## config.mk

```make
export PLATFORM = sky130hd
export DESIGN_NAME = interval_timer_bank_top_flat
export DESIGN_NICKNAME = d
export VERILOG_FILES = /design/src/hw/rtl/itb_pkg.sv /design/src/hw/rtl/itb_if.sv /design/src/hw/rtl/interval_timer_bank_top.sv /design/src/flat_wrapper.sv
export VERILOG_INCLUDE_DIRS = /design/src /design/src/hw/rtl
export SDC_FILE = /design/constraint.sdc
export NUM_CORES = 1
export LEC_CHECK = 0
export BUFFER_PORTS_ARGS = -buffer_cell sky130_fd_sc_hd__buf_2
export CELL_PAD_IN_SITES_DETAIL_PLACEMENT = 1
export CELL_PAD_IN_SITES_GLOBAL_PLACEMENT = 1
export CORE_AREA = 2 2 227 229
export DETAILED_ROUTE_END_ITERATION = 6
export DIE_AREA = 0 0 229 231
export PLACE_DENSITY = 0.88
export RECOVER_POWER = 25
export SLEW_MARGIN = 20
export SYNTH_ARGS = -nofsm -noshare
export SYNTH_HDL_FRONTEND = slang
export SYNTH_SLANG_ARGS = --single-unit
export TNS_END_PERCENT = 10
```

## constraint.sdc

```tcl
create_clock -name clk -period 5.65 [get_ports clk]
set_input_delay 1.695 -clock clk [delete_from_list [all_inputs] [get_ports clk]]
set_output_delay 1.695 -clock clk [all_outputs]
set_load 0.01 [all_outputs]
```

## src/hw/rtl/interval_timer_bank_top_defines.svh

```systemverilog
// Assertion macros shared by the interval timer bank RTL.
`ifndef INTERVAL_TIMER_BANK_TOP_DEFINES_SVH
`define INTERVAL_TIMER_BANK_TOP_DEFINES_SVH

`ifndef SYNTH
// Checked on every rising clk edge outside reset.
`define ITB_ASSERT(lbl, prop, msg) \
  lbl: assert property (@(posedge clk) disable iff (!rst_n) prop) else $error(msg);
// Checked on every rising clk edge, reset cycles included.
`define ITB_ASSERT_ALWAYS(lbl, prop, msg) \
  lbl: assert property (@(posedge clk) prop) else $error(msg);
`else
`define ITB_ASSERT(lbl, prop, msg)
`define ITB_ASSERT_ALWAYS(lbl, prop, msg)
`endif

`endif

```

## src/hw/rtl/itb_pkg.sv

```systemverilog
// Shared types and constants of the interval timer bank.
`default_nettype none
package itb_pkg;

  localparam int CMD_W  = 2;
  localparam int CH_W   = 2;
  localparam int OFF_W  = 6;
  localparam int DATA_W = 32;
  localparam int RD_W   = 24;
  localparam int IRQ_W  = 3;

  typedef logic [CMD_W-1:0]  cmd_t;
  typedef logic [CH_W-1:0]   chan_t;
  typedef logic [OFF_W-1:0]  offset_t;
  typedef logic [DATA_W-1:0] wdata_t;
  typedef logic [RD_W-1:0]   rdata_t;
  typedef logic [IRQ_W-1:0]  irq_t;

  localparam cmd_t CMD_TICK  = 2'd0;
  localparam cmd_t CMD_READ  = 2'd1;
  localparam cmd_t CMD_WRITE = 2'd2;

  localparam offset_t OFF_CONTROL  = 6'd0;
  localparam offset_t OFF_STATUS   = 6'd1;
  localparam offset_t OFF_CMP_A    = 6'd2;
  localparam offset_t OFF_CMP_B    = 6'd3;
  localparam offset_t OFF_INTERVAL = 6'd4;
  localparam offset_t OFF_DIVIDE   = 6'd8;
  localparam offset_t OFF_PULSE    = 6'd12;
  localparam offset_t OFF_WATCHDOG = 6'd16;
  localparam offset_t OFF_COUNT    = 6'd60;

  localparam int CTL_W  = 8;
  localparam int STS_W  = 4;
  localparam int MODE_W = 16;
  localparam int DIV_W  = 3;

  localparam int CTL_EN_BIT   = 7;
  localparam int CTL_RST_BIT  = 5;
  localparam int IM_IE_BIT    = 15;
  localparam int IM_ZC_BIT    = 0;
  localparam int STS_FLAG_BIT = 0;

  localparam logic [1:0] MODE_HOLD = 2'd3;
  localparam int WDT_CHANNEL = 2;

endpackage
`default_nettype wire

```

## src/hw/rtl/itb_if.sv

```systemverilog
// Request and result channel interfaces of the interval timer bank.
`default_nettype none
interface itb_in_if import itb_pkg::*; ();
  logic    valid;
  logic    ready;
  cmd_t    command;
  chan_t   channel;
  offset_t reg_offset;
  wdata_t  write_data;

  modport source (output valid, command, channel, reg_offset, write_data, input ready);
  modport sink   (input valid, command, channel, reg_offset, write_data, output ready);
endinterface

interface itb_out_if import itb_pkg::*; ();
  logic   valid;
  logic   ready;
  rdata_t read_data;
  irq_t   irq_lines;

  modport source (output valid, read_data, irq_lines, input ready);
  modport sink   (input valid, read_data, irq_lines, output ready);
endinterface
`default_nettype wire

```

## src/hw/rtl/interval_timer_bank_top.sv

```systemverilog
// A request accepted on in_if is held in the request register; its result is
// computed from that register and held in the result register for out_if.
// Throughput: one request per cycle while out_if.ready holds; the request
// register and the result register each move on while the next stage is free
// or being emptied. Between them lie an add and two compares per timer, and
// the register mux. Reset is synchronous and active low; it clears the timer
// state and the valid flags of both stages, but sets the compares to all ones.
`default_nettype none
`include "interval_timer_bank_top_defines.svh"
module interval_timer_bank_top import itb_pkg::*; #(
  parameter int NUM_TIMERS  = 3,
  parameter int COUNT_STEP  = 1,
  parameter int COUNT_WIDTH = 24
) (
  input  logic clk,
  input  logic rst_n,
  itb_in_if.sink    in_if,
  itb_out_if.source out_if
);

  localparam int STEP_W = 9;
  localparam int SUM_W  = COUNT_WIDTH + STEP_W;

  logic    req_valid_r;
  cmd_t    req_cmd_r;
  chan_t   req_ch_r;
  offset_t req_off_r;
  wdata_t  req_data_r;

  logic   out_valid_r;
  rdata_t out_read_data_r;
  irq_t   out_irq_r;

  logic adv;
  logic in_ready;

  logic [CTL_W-1:0]       control_r  [NUM_TIMERS];
  logic [CTL_W-1:0]       control_nxt[NUM_TIMERS];
  logic [STS_W-1:0]       status_r   [NUM_TIMERS];
  logic [STS_W-1:0]       status_nxt [NUM_TIMERS];
  logic [COUNT_WIDTH-1:0] cmpa_r     [NUM_TIMERS];
  logic [COUNT_WIDTH-1:0] cmpa_nxt   [NUM_TIMERS];
  logic [COUNT_WIDTH-1:0] cmpb_r     [NUM_TIMERS];
  logic [COUNT_WIDTH-1:0] cmpb_nxt   [NUM_TIMERS];
  logic [MODE_W-1:0]      imode_r    [NUM_TIMERS];
  logic [MODE_W-1:0]      imode_nxt  [NUM_TIMERS];
  logic [DIV_W-1:0]       divide_r   [NUM_TIMERS];
  logic [DIV_W-1:0]       divide_nxt [NUM_TIMERS];
  logic [MODE_W-1:0]      pmode_r    [NUM_TIMERS];
  logic [MODE_W-1:0]      pmode_nxt  [NUM_TIMERS];
  logic [COUNT_WIDTH-1:0] count_r    [NUM_TIMERS];
  logic [COUNT_WIDTH-1:0] count_nxt  [NUM_TIMERS];
  logic [NUM_TIMERS-1:0]  irq_pending_r;
  logic [NUM_TIMERS-1:0]  irq_pending_nxt;
  logic [MODE_W-1:0]      wdt_mode_r;
  logic [MODE_W-1:0]      wdt_mode_nxt;

  logic [COUNT_WIDTH-1:0] tick_cnt[NUM_TIMERS];
  logic [NUM_TIMERS-1:0]  tick_hit;

  rdata_t rd_nxt;
  irq_t   irq_lines_nxt;

  assign adv      = req_valid_r && (!out_valid_r || out_if.ready);
  assign in_ready = !req_valid_r || adv;

  assign in_if.ready      = in_ready;
  assign out_if.valid     = out_valid_r;
  assign out_if.read_data = out_read_data_r;
  assign out_if.irq_lines = out_irq_r;

  for (genvar g = 0; g < NUM_TIMERS; g++) begin : g_tick
    logic [SUM_W-1:0]       sum;
    logic [COUNT_WIDTH-1:0] cnt_step;
    logic [COUNT_WIDTH-1:0] cnt_run;
    logic                   hit;

    assign sum      = {{STEP_W{1'b0}}, count_r[g]} + SUM_W'(COUNT_STEP);
    assign cnt_step = (|sum[SUM_W-1:COUNT_WIDTH]) ? '1 : sum[COUNT_WIDTH-1:0];
    assign cnt_run  = (control_r[g][CTL_EN_BIT] && (count_r[g] < cmpa_r[g])) ?
                      cnt_step : count_r[g];
    assign hit      = cnt_run >= cmpa_r[g];
    assign tick_cnt[g] = (hit && imode_r[g][IM_ZC_BIT]) ? '0 : cnt_run;
    assign tick_hit[g] = hit;
  end

  always_comb begin
    control_nxt     = control_r;
    status_nxt      = status_r;
    cmpa_nxt        = cmpa_r;
    cmpb_nxt        = cmpb_r;
    imode_nxt       = imode_r;
    divide_nxt      = divide_r;
    pmode_nxt       = pmode_r;
    count_nxt       = count_r;
    irq_pending_nxt = irq_pending_r;
    wdt_mode_nxt    = wdt_mode_r;
    rd_nxt          = '0;
    irq_lines_nxt   = '0;
    for (int i = 0; i < NUM_TIMERS; i++) begin
      if (req_ch_r == CH_W'(i)) begin
        case (req_cmd_r)
          CMD_TICK: begin
            if (adv && (control_r[i][1:0] != MODE_HOLD)) begin
              count_nxt[i] = tick_cnt[i];
              if (tick_hit[i]) begin
                if (imode_r[i][IM_IE_BIT]) begin
                  irq_pending_nxt[i] = 1'b1;
                end
                status_nxt[i][STS_FLAG_BIT] = 1'b1;
              end
            end
          end
          CMD_READ: begin
            case (req_off_r)
              OFF_CONTROL:  rd_nxt = RD_W'(control_r[i]);
              OFF_STATUS:   rd_nxt = RD_W'(status_r[i]);
              OFF_CMP_A:    rd_nxt = RD_W'(cmpa_r[i]);
              OFF_CMP_B:    rd_nxt = RD_W'(cmpb_r[i]);
              OFF_INTERVAL: rd_nxt = RD_W'(imode_r[i]);
              OFF_DIVIDE:   rd_nxt = RD_W'(divide_r[i]);
              OFF_PULSE:    rd_nxt = RD_W'(pmode_r[i]);
              OFF_WATCHDOG: rd_nxt = (i == WDT_CHANNEL) ? RD_W'(wdt_mode_r) : '0;
              OFF_COUNT:    rd_nxt = RD_W'(count_r[i]);
              default:      rd_nxt = '0;
            endcase
          end
          CMD_WRITE: begin
            if (adv) begin
              case (req_off_r)
                OFF_CONTROL: begin
                  control_nxt[i] = req_data_r[CTL_W-1:0];
                  if (!req_data_r[CTL_EN_BIT] && req_data_r[CTL_RST_BIT]) begin
                    count_nxt[i] = '0;
                  end
                end
                OFF_STATUS: begin
                  status_nxt[i][STS_W-1:1] = req_data_r[STS_W-1:1];
                  if (!req_data_r[STS_FLAG_BIT]) begin
                    status_nxt[i][STS_FLAG_BIT] = 1'b0;
                    irq_pending_nxt[i] = 1'b0;
                  end
                end
                OFF_CMP_A:    cmpa_nxt[i]   = req_data_r[COUNT_WIDTH-1:0];
                OFF_CMP_B:    cmpb_nxt[i]   = req_data_r[COUNT_WIDTH-1:0];
                OFF_INTERVAL: imode_nxt[i]  = req_data_r[MODE_W-1:0];
                OFF_DIVIDE:   divide_nxt[i] = req_data_r[DIV_W-1:0];
                OFF_PULSE:    pmode_nxt[i]  = req_data_r[MODE_W-1:0];
                OFF_WATCHDOG: begin
                  if (i == WDT_CHANNEL) begin
                    wdt_mode_nxt = req_data_r[MODE_W-1:0];
                  end
                end
                default: ;
              endcase
            end
          end
          default: ;
        endcase
      end
    end
    for (int i = 0; i < NUM_TIMERS && i < IRQ_W; i++) begin
      irq_lines_nxt[i] = irq_pending_nxt[i];
    end
  end

  always_ff @(posedge clk) begin
    if (!rst_n) begin
      req_valid_r   <= 1'b0;
      out_valid_r   <= 1'b0;
      irq_pending_r <= '0;
      wdt_mode_r    <= '0;
      for (int i = 0; i < NUM_TIMERS; i++) begin
        control_r[i] <= '0;
        status_r[i]  <= '0;
        cmpa_r[i]    <= '1;
        cmpb_r[i]    <= '1;
        imode_r[i]   <= '0;
        divide_r[i]  <= '0;
        pmode_r[i]   <= '0;
        count_r[i]   <= '0;
      end
    end else begin
      if (in_ready) begin
        req_valid_r <= in_if.valid;
      end
      if (adv) begin
        out_valid_r <= 1'b1;
      end else if (out_if.ready) begin
        out_valid_r <= 1'b0;
      end
      irq_pending_r <= irq_pending_nxt;
      wdt_mode_r    <= wdt_mode_nxt;
      control_r     <= control_nxt;
      status_r      <= status_nxt;
      cmpa_r        <= cmpa_nxt;
      cmpb_r        <= cmpb_nxt;
      imode_r       <= imode_nxt;
      divide_r      <= divide_nxt;
      pmode_r       <= pmode_nxt;
      count_r       <= count_nxt;
    end
  end

  always_ff @(posedge clk) begin
    if (in_ready) begin
      req_cmd_r  <= in_if.command;
      req_ch_r   <= in_if.channel;
      req_off_r  <= in_if.reg_offset;
      req_data_r <= in_if.write_data;
    end
    if (adv) begin
      out_read_data_r <= rd_nxt;
      out_irq_r       <= irq_lines_nxt;
    end
  end

  `ITB_ASSERT_ALWAYS(a_reset_empties, !rst_n |=> !out_valid_r && !req_valid_r, "reset left a request or result valid")
  `ITB_ASSERT(a_adv_fills, adv |=> out_valid_r, "advanced request produced no result")
  `ITB_ASSERT(a_nonread_zero, adv && req_cmd_r != CMD_READ |=> out_read_data_r == '0, "read data nonzero for a non-read request")
  `ITB_ASSERT(a_irq_by_tick, $rose(irq_pending_r[0]) |-> $past(adv && req_cmd_r == CMD_TICK), "interrupt raised without a tick")
  `ITB_ASSERT(a_irq_has_flag, irq_pending_r[0] |-> status_r[0][STS_FLAG_BIT], "pending interrupt without status flag")

endmodule
`default_nettype wire

```

## src/flat_wrapper.sv

```systemverilog
// flat-port wrapper written by rule: the top's interface ports become plain ports
module interval_timer_bank_top_flat import itb_pkg::*;
#(
  parameter int NUM_TIMERS  = 3,
  parameter int COUNT_STEP  = 1,
  parameter int COUNT_WIDTH = 24
)
  (clk, rst_n, in_if_valid, in_if_command, in_if_channel, in_if_reg_offset, in_if_write_data, in_if_ready, out_if_valid, out_if_read_data, out_if_irq_lines, out_if_ready);
  itb_in_if in_if_i ();
  itb_out_if out_if_i ();
  input  logic clk;
  input  logic rst_n;
  input wire logic [$bits(in_if_i.valid)-1:0] in_if_valid;
  input wire logic [$bits(in_if_i.command)-1:0] in_if_command;
  input wire logic [$bits(in_if_i.channel)-1:0] in_if_channel;
  input wire logic [$bits(in_if_i.reg_offset)-1:0] in_if_reg_offset;
  input wire logic [$bits(in_if_i.write_data)-1:0] in_if_write_data;
  output wire logic [$bits(in_if_i.ready)-1:0] in_if_ready;
  output wire logic [$bits(out_if_i.valid)-1:0] out_if_valid;
  output wire logic [$bits(out_if_i.read_data)-1:0] out_if_read_data;
  output wire logic [$bits(out_if_i.irq_lines)-1:0] out_if_irq_lines;
  input wire logic [$bits(out_if_i.ready)-1:0] out_if_ready;
  assign in_if_i.valid = in_if_valid;
  assign in_if_i.command = in_if_command;
  assign in_if_i.channel = in_if_channel;
  assign in_if_i.reg_offset = in_if_reg_offset;
  assign in_if_i.write_data = in_if_write_data;
  assign in_if_ready = in_if_i.ready;
  assign out_if_valid = out_if_i.valid;
  assign out_if_read_data = out_if_i.read_data;
  assign out_if_irq_lines = out_if_i.irq_lines;
  assign out_if_i.ready = out_if_ready;
  interval_timer_bank_top #(.NUM_TIMERS(NUM_TIMERS), .COUNT_STEP(COUNT_STEP), .COUNT_WIDTH(COUNT_WIDTH)) u_core (.clk(clk), .rst_n(rst_n), .in_if(in_if_i), .out_if(out_if_i));
endmodule
```

==> results.ini <==
[die]
rows = 83
die_area_sq_um = 52900
initial_core_util = 0.475
die_w_um = 229
die_height_um = 231
core_region_area_sq_um = 50700
num_io_pins = 75

[setup_path]
r2r_end = u_core.count_r[51]
reg2reg_depth = 17
reg2reg_from = u_core.cmpa_r[57]
worst_setup_path_start_kind = flip-flop
startpoint = u_core.cmpa_r[57]
crit_chain = inv_1 -> ha_1 -> a21o_1 -> a211o_1 -> a21oi_1 -> o21ai_2 -> nor3_1 -> buf_4 -> a31oi_1 -> ha_1 -> nand2_1 -> o21ai_0 -> a221oi_1 -> o21bai_4 -> a21oi_1 -> o21ai_0 -> a221oi_1
crit_slowest_cell = nor3_1
worstPathMaxFanout = 12
path_class = reg -> reg
slowest_delay_ns = 0.74
required_ns = 6.17
reg2reg_setup_slack_ns = 0.14
endpoint_kind = flip-flop
arrival_ns = 6.03

[pwr]
ir_drop_uv = 206
power_density_nw_per_um2 = 257
power.leakage_nw = 10.7

[sta]
max_freq_mhz = 181
worst_clock_skew_ns = 0.0377
worst_pin_slew_ns = 2.29
period_share = 0.976
rsz0062_at_grt = false
min_period_ns = 5.51
finalSetupViolations = 0
final_hold_viol_count = 0
fin_tns_setup_ns = 0
slew_headroom = -0.528
final-max-slew-violation-count = 152

[cells_and_area]
register_area_sq_um = 9400
final_nets = 3148
drive_above_1_share = 0.108
multiInputGateArea_sq_um = 13400
fillers = 6118
final_cells = 3676
area_delta_synth_final_pct = 12.1

[grt]
track_usage = 0.374
grt-ovfl-total = 0
grt_max_degree = 92
antenna_found_initial = 2
grt_pass1_vias = 26109
grt_pass1_wl_um = 154000

[yosys]
synth_ff_type = dfxtp_1
synth_cells = 2945
synth_top_area_frac = 0.315
synth_cell_types = 97
synthArstFlopShare = 0
syn_area_per_cell_sq_um = 8.17
yosys-top-cells-count = nand2_1, dfxtp_1, a21oi_1, clkbuf_1, ha_1
ys_seq_area_frac = 0.391
synth_seq_cells = 439
synth_edf_count = 61
post-synth-top-area-cell = dfxtp_1
yosysWarnings = 0
synth_nets = 3135
yosys-top-cells-area = dfxtp_1, nand2_1, edfxtp_1
synth_most_common_cell = nand2_1
netlist_area_sq_um = 24100

[drt]
first_iter_violations = 2702
detail-route-antenna-nets = 0
routed_wl_um = 102000
wire_per_inst_um = 27.6
dr.pass1.iters = 7
drc = 0
routed_via_density = 6.87
route.vias.total = 25258

[worst_hold_path]
hold_depth = 2
min_path_type = reg -> reg
hold_path_end = u_core.pmode_r[19]
hp-start = u_core.pmode_r[19]

[place]
dp.cells = 3586
io_buffers = 66
dp_hpwl_um = 69300
gp_congestion = 0.942

[clock_tree]
cts_root_buffer = clkbuf_16
clock_sinks = 439
ctsHoldBuffers = 0
htreeDepth = 2
numCtsBuffers = 48
clockBufferDepth = 3
clock_latency_ns = 0.62
clk_pin_slew_ns = 0.07
cts_tree = done

[outcome]
violations = max-capacitance violations, max-slew violations
outcome = finished, violations left

[job]
maxCapViolations = 3

## cell usage in the layout, fill, tap and decap left out, types with 11 or more instances in the layout
master,n
clkbuf_16,50
edfxtp_1,61
mux2_2,28
dfxtp_1,378
nand2b_1,11
nand3_1,125
nor3_1,45
mux2i_1,23
a21oi_1,287
a222oi_1,40
buf_2,36
and4_1,17
inv_1,100
buf_4,111
clkinv_2,12
ha_1,144
and2_1,19
a211oi_1,29
nand2_1,621
and3_1,37
a22o_1,13
a31oi_1,69
clkbuf_1,38
o31ai_1,12
o211ai_1,104
nand4_1,30
o21ai_0,98
o22ai_1,13
a221oi_1,42
a22oi_1,60
nor2_1,113
## how the worst max path moves through the flow
stage / cells after the start / slack, ns / endpoint
floorplan: 19 / 1.16 / u_core.count_r[11]
global placement: 20 / 0.39 / u_core.count_r[17]
detailed placement: 19 / 0.39 / u_core.count_r[68]
CTS: 19 / 0.31 / u_core.count_r[68]
global route: 18 / 0.0002 / u_core.count_r[51]
finish: 17 / 0.14 / u_core.count_r[51]
## critical path: cells and delay by family, from the launching register on
| family | cells | cell delay (ns) |
|---|---|---|
| buf+inv | 2 | 0.43 |
| fa+ha+maj | 2 | 0.61 |
| simple gates | 2 | 0.91 |
| compound gates | 11 | 3.10 |
| flops | 1 | 0.34 |
## per-layer routing
| metal | routed length [um] | vias to the layer above | share of wire | GRT usage |
|---|---|---|---|---|
| met3 | 9490 | 412 | 0.093 | 0.0651 |
| met5 | 13 | - | 0.00013 | 0 |
| li1 | - | 10842 | - | - |
| met4 | 7400 | 2 | 0.073 | 0.247 |
| met2 | 46200 | 1446 | 0.45 | 0.607 |
| met1 | 38500 | 12556 | 0.38 | 0.457 |
## sequential cells by signal (all words and copies together), names as in the netlist
register / count
u_core.out_if.read_data: 24
u_core.wdt_mode_r: 16
u_core.imode_r: 48
u_core.req_cmd_r: 2
u_core.req_off_r: 6
u_core.divide_r: 9
u_core.req_data_r: 24
u_core.out_if.valid: 1
u_core.req_valid_r: 1
u_core.irq_pending_r: 3
u_core.req_ch_r: 2
u_core.control_r: 24
u_core.status_r: 12
u_core.out_if.irq_lines: 3
u_core.cmpa_r: 72
u_core.cmpb_r: 72
u_core.pmode_r: 48
u_core.count_r: 72
## cell families (layout without fill, tap and decap cells)
| group | Yosys count | count (layout) | share of synthesized area |
|---|---|---|---|
| simple gates | 1101 | 1101 | 0.208 |
| compound gates | 884 | 884 | 0.249 |
| flops | 439 | 439 | 0.391 |
| buf+inv | 324 | 374 | 0.0534 |
| fa+ha+maj | 144 | 144 | 0.0749 |
| mux | 52 | 52 | 0.0236 |
| xor+xnor | 1 | 1 | 0.000364 |
| other cells | 0 | 1 | 0 |
## stage by stage
stage	setup WS [ns]	total power [mW]	util	cell area [sq um]	hold WS, ns
floorplan	1.16	3.44	-	24100	0.433
global placement	0.388	3.58	0.499	25300	0.441
detailed placement	0.391	3.59	0.499	25300	0.449
CTS	0.315	6.92	0.532	26900	0.459
global route	0.000166	7.06	0.532	27000	0.483
finish	0.138	6.93	0.532	27000	0.460
## layout make-up
| type | instances | share of cell area |
|---|---|---|
| multi-input cells | 2182 | 0.498 |
| inverters | 102 | 0.0143 |
| well taps | 680 | 0.0315 |
| clock buffers | 63 | 0.0508 |
| diodes | 1 | 0.0000928 |
| flip-flops and latches | 439 | 0.348 |
| clock inverters | 24 | 0.0106 |
| repair buffers | 185 | 0.0462 |
## where the power goes
group / total, mW / internal, mW / switching (mW)
clock: 3.38 / 1.98 / 1.40
sequential: 3.28 / 3.19 / 0.0849
combinational: 0.266 / 0.0681 / 0.198
## repair_timing
item / CTS / global route
setup endpoints to repair: 0 / 23
setup buffers: 0 / 0
gates resized for setup: 0 / 8
No activity file was read; power rests on OpenSTA's default activity.
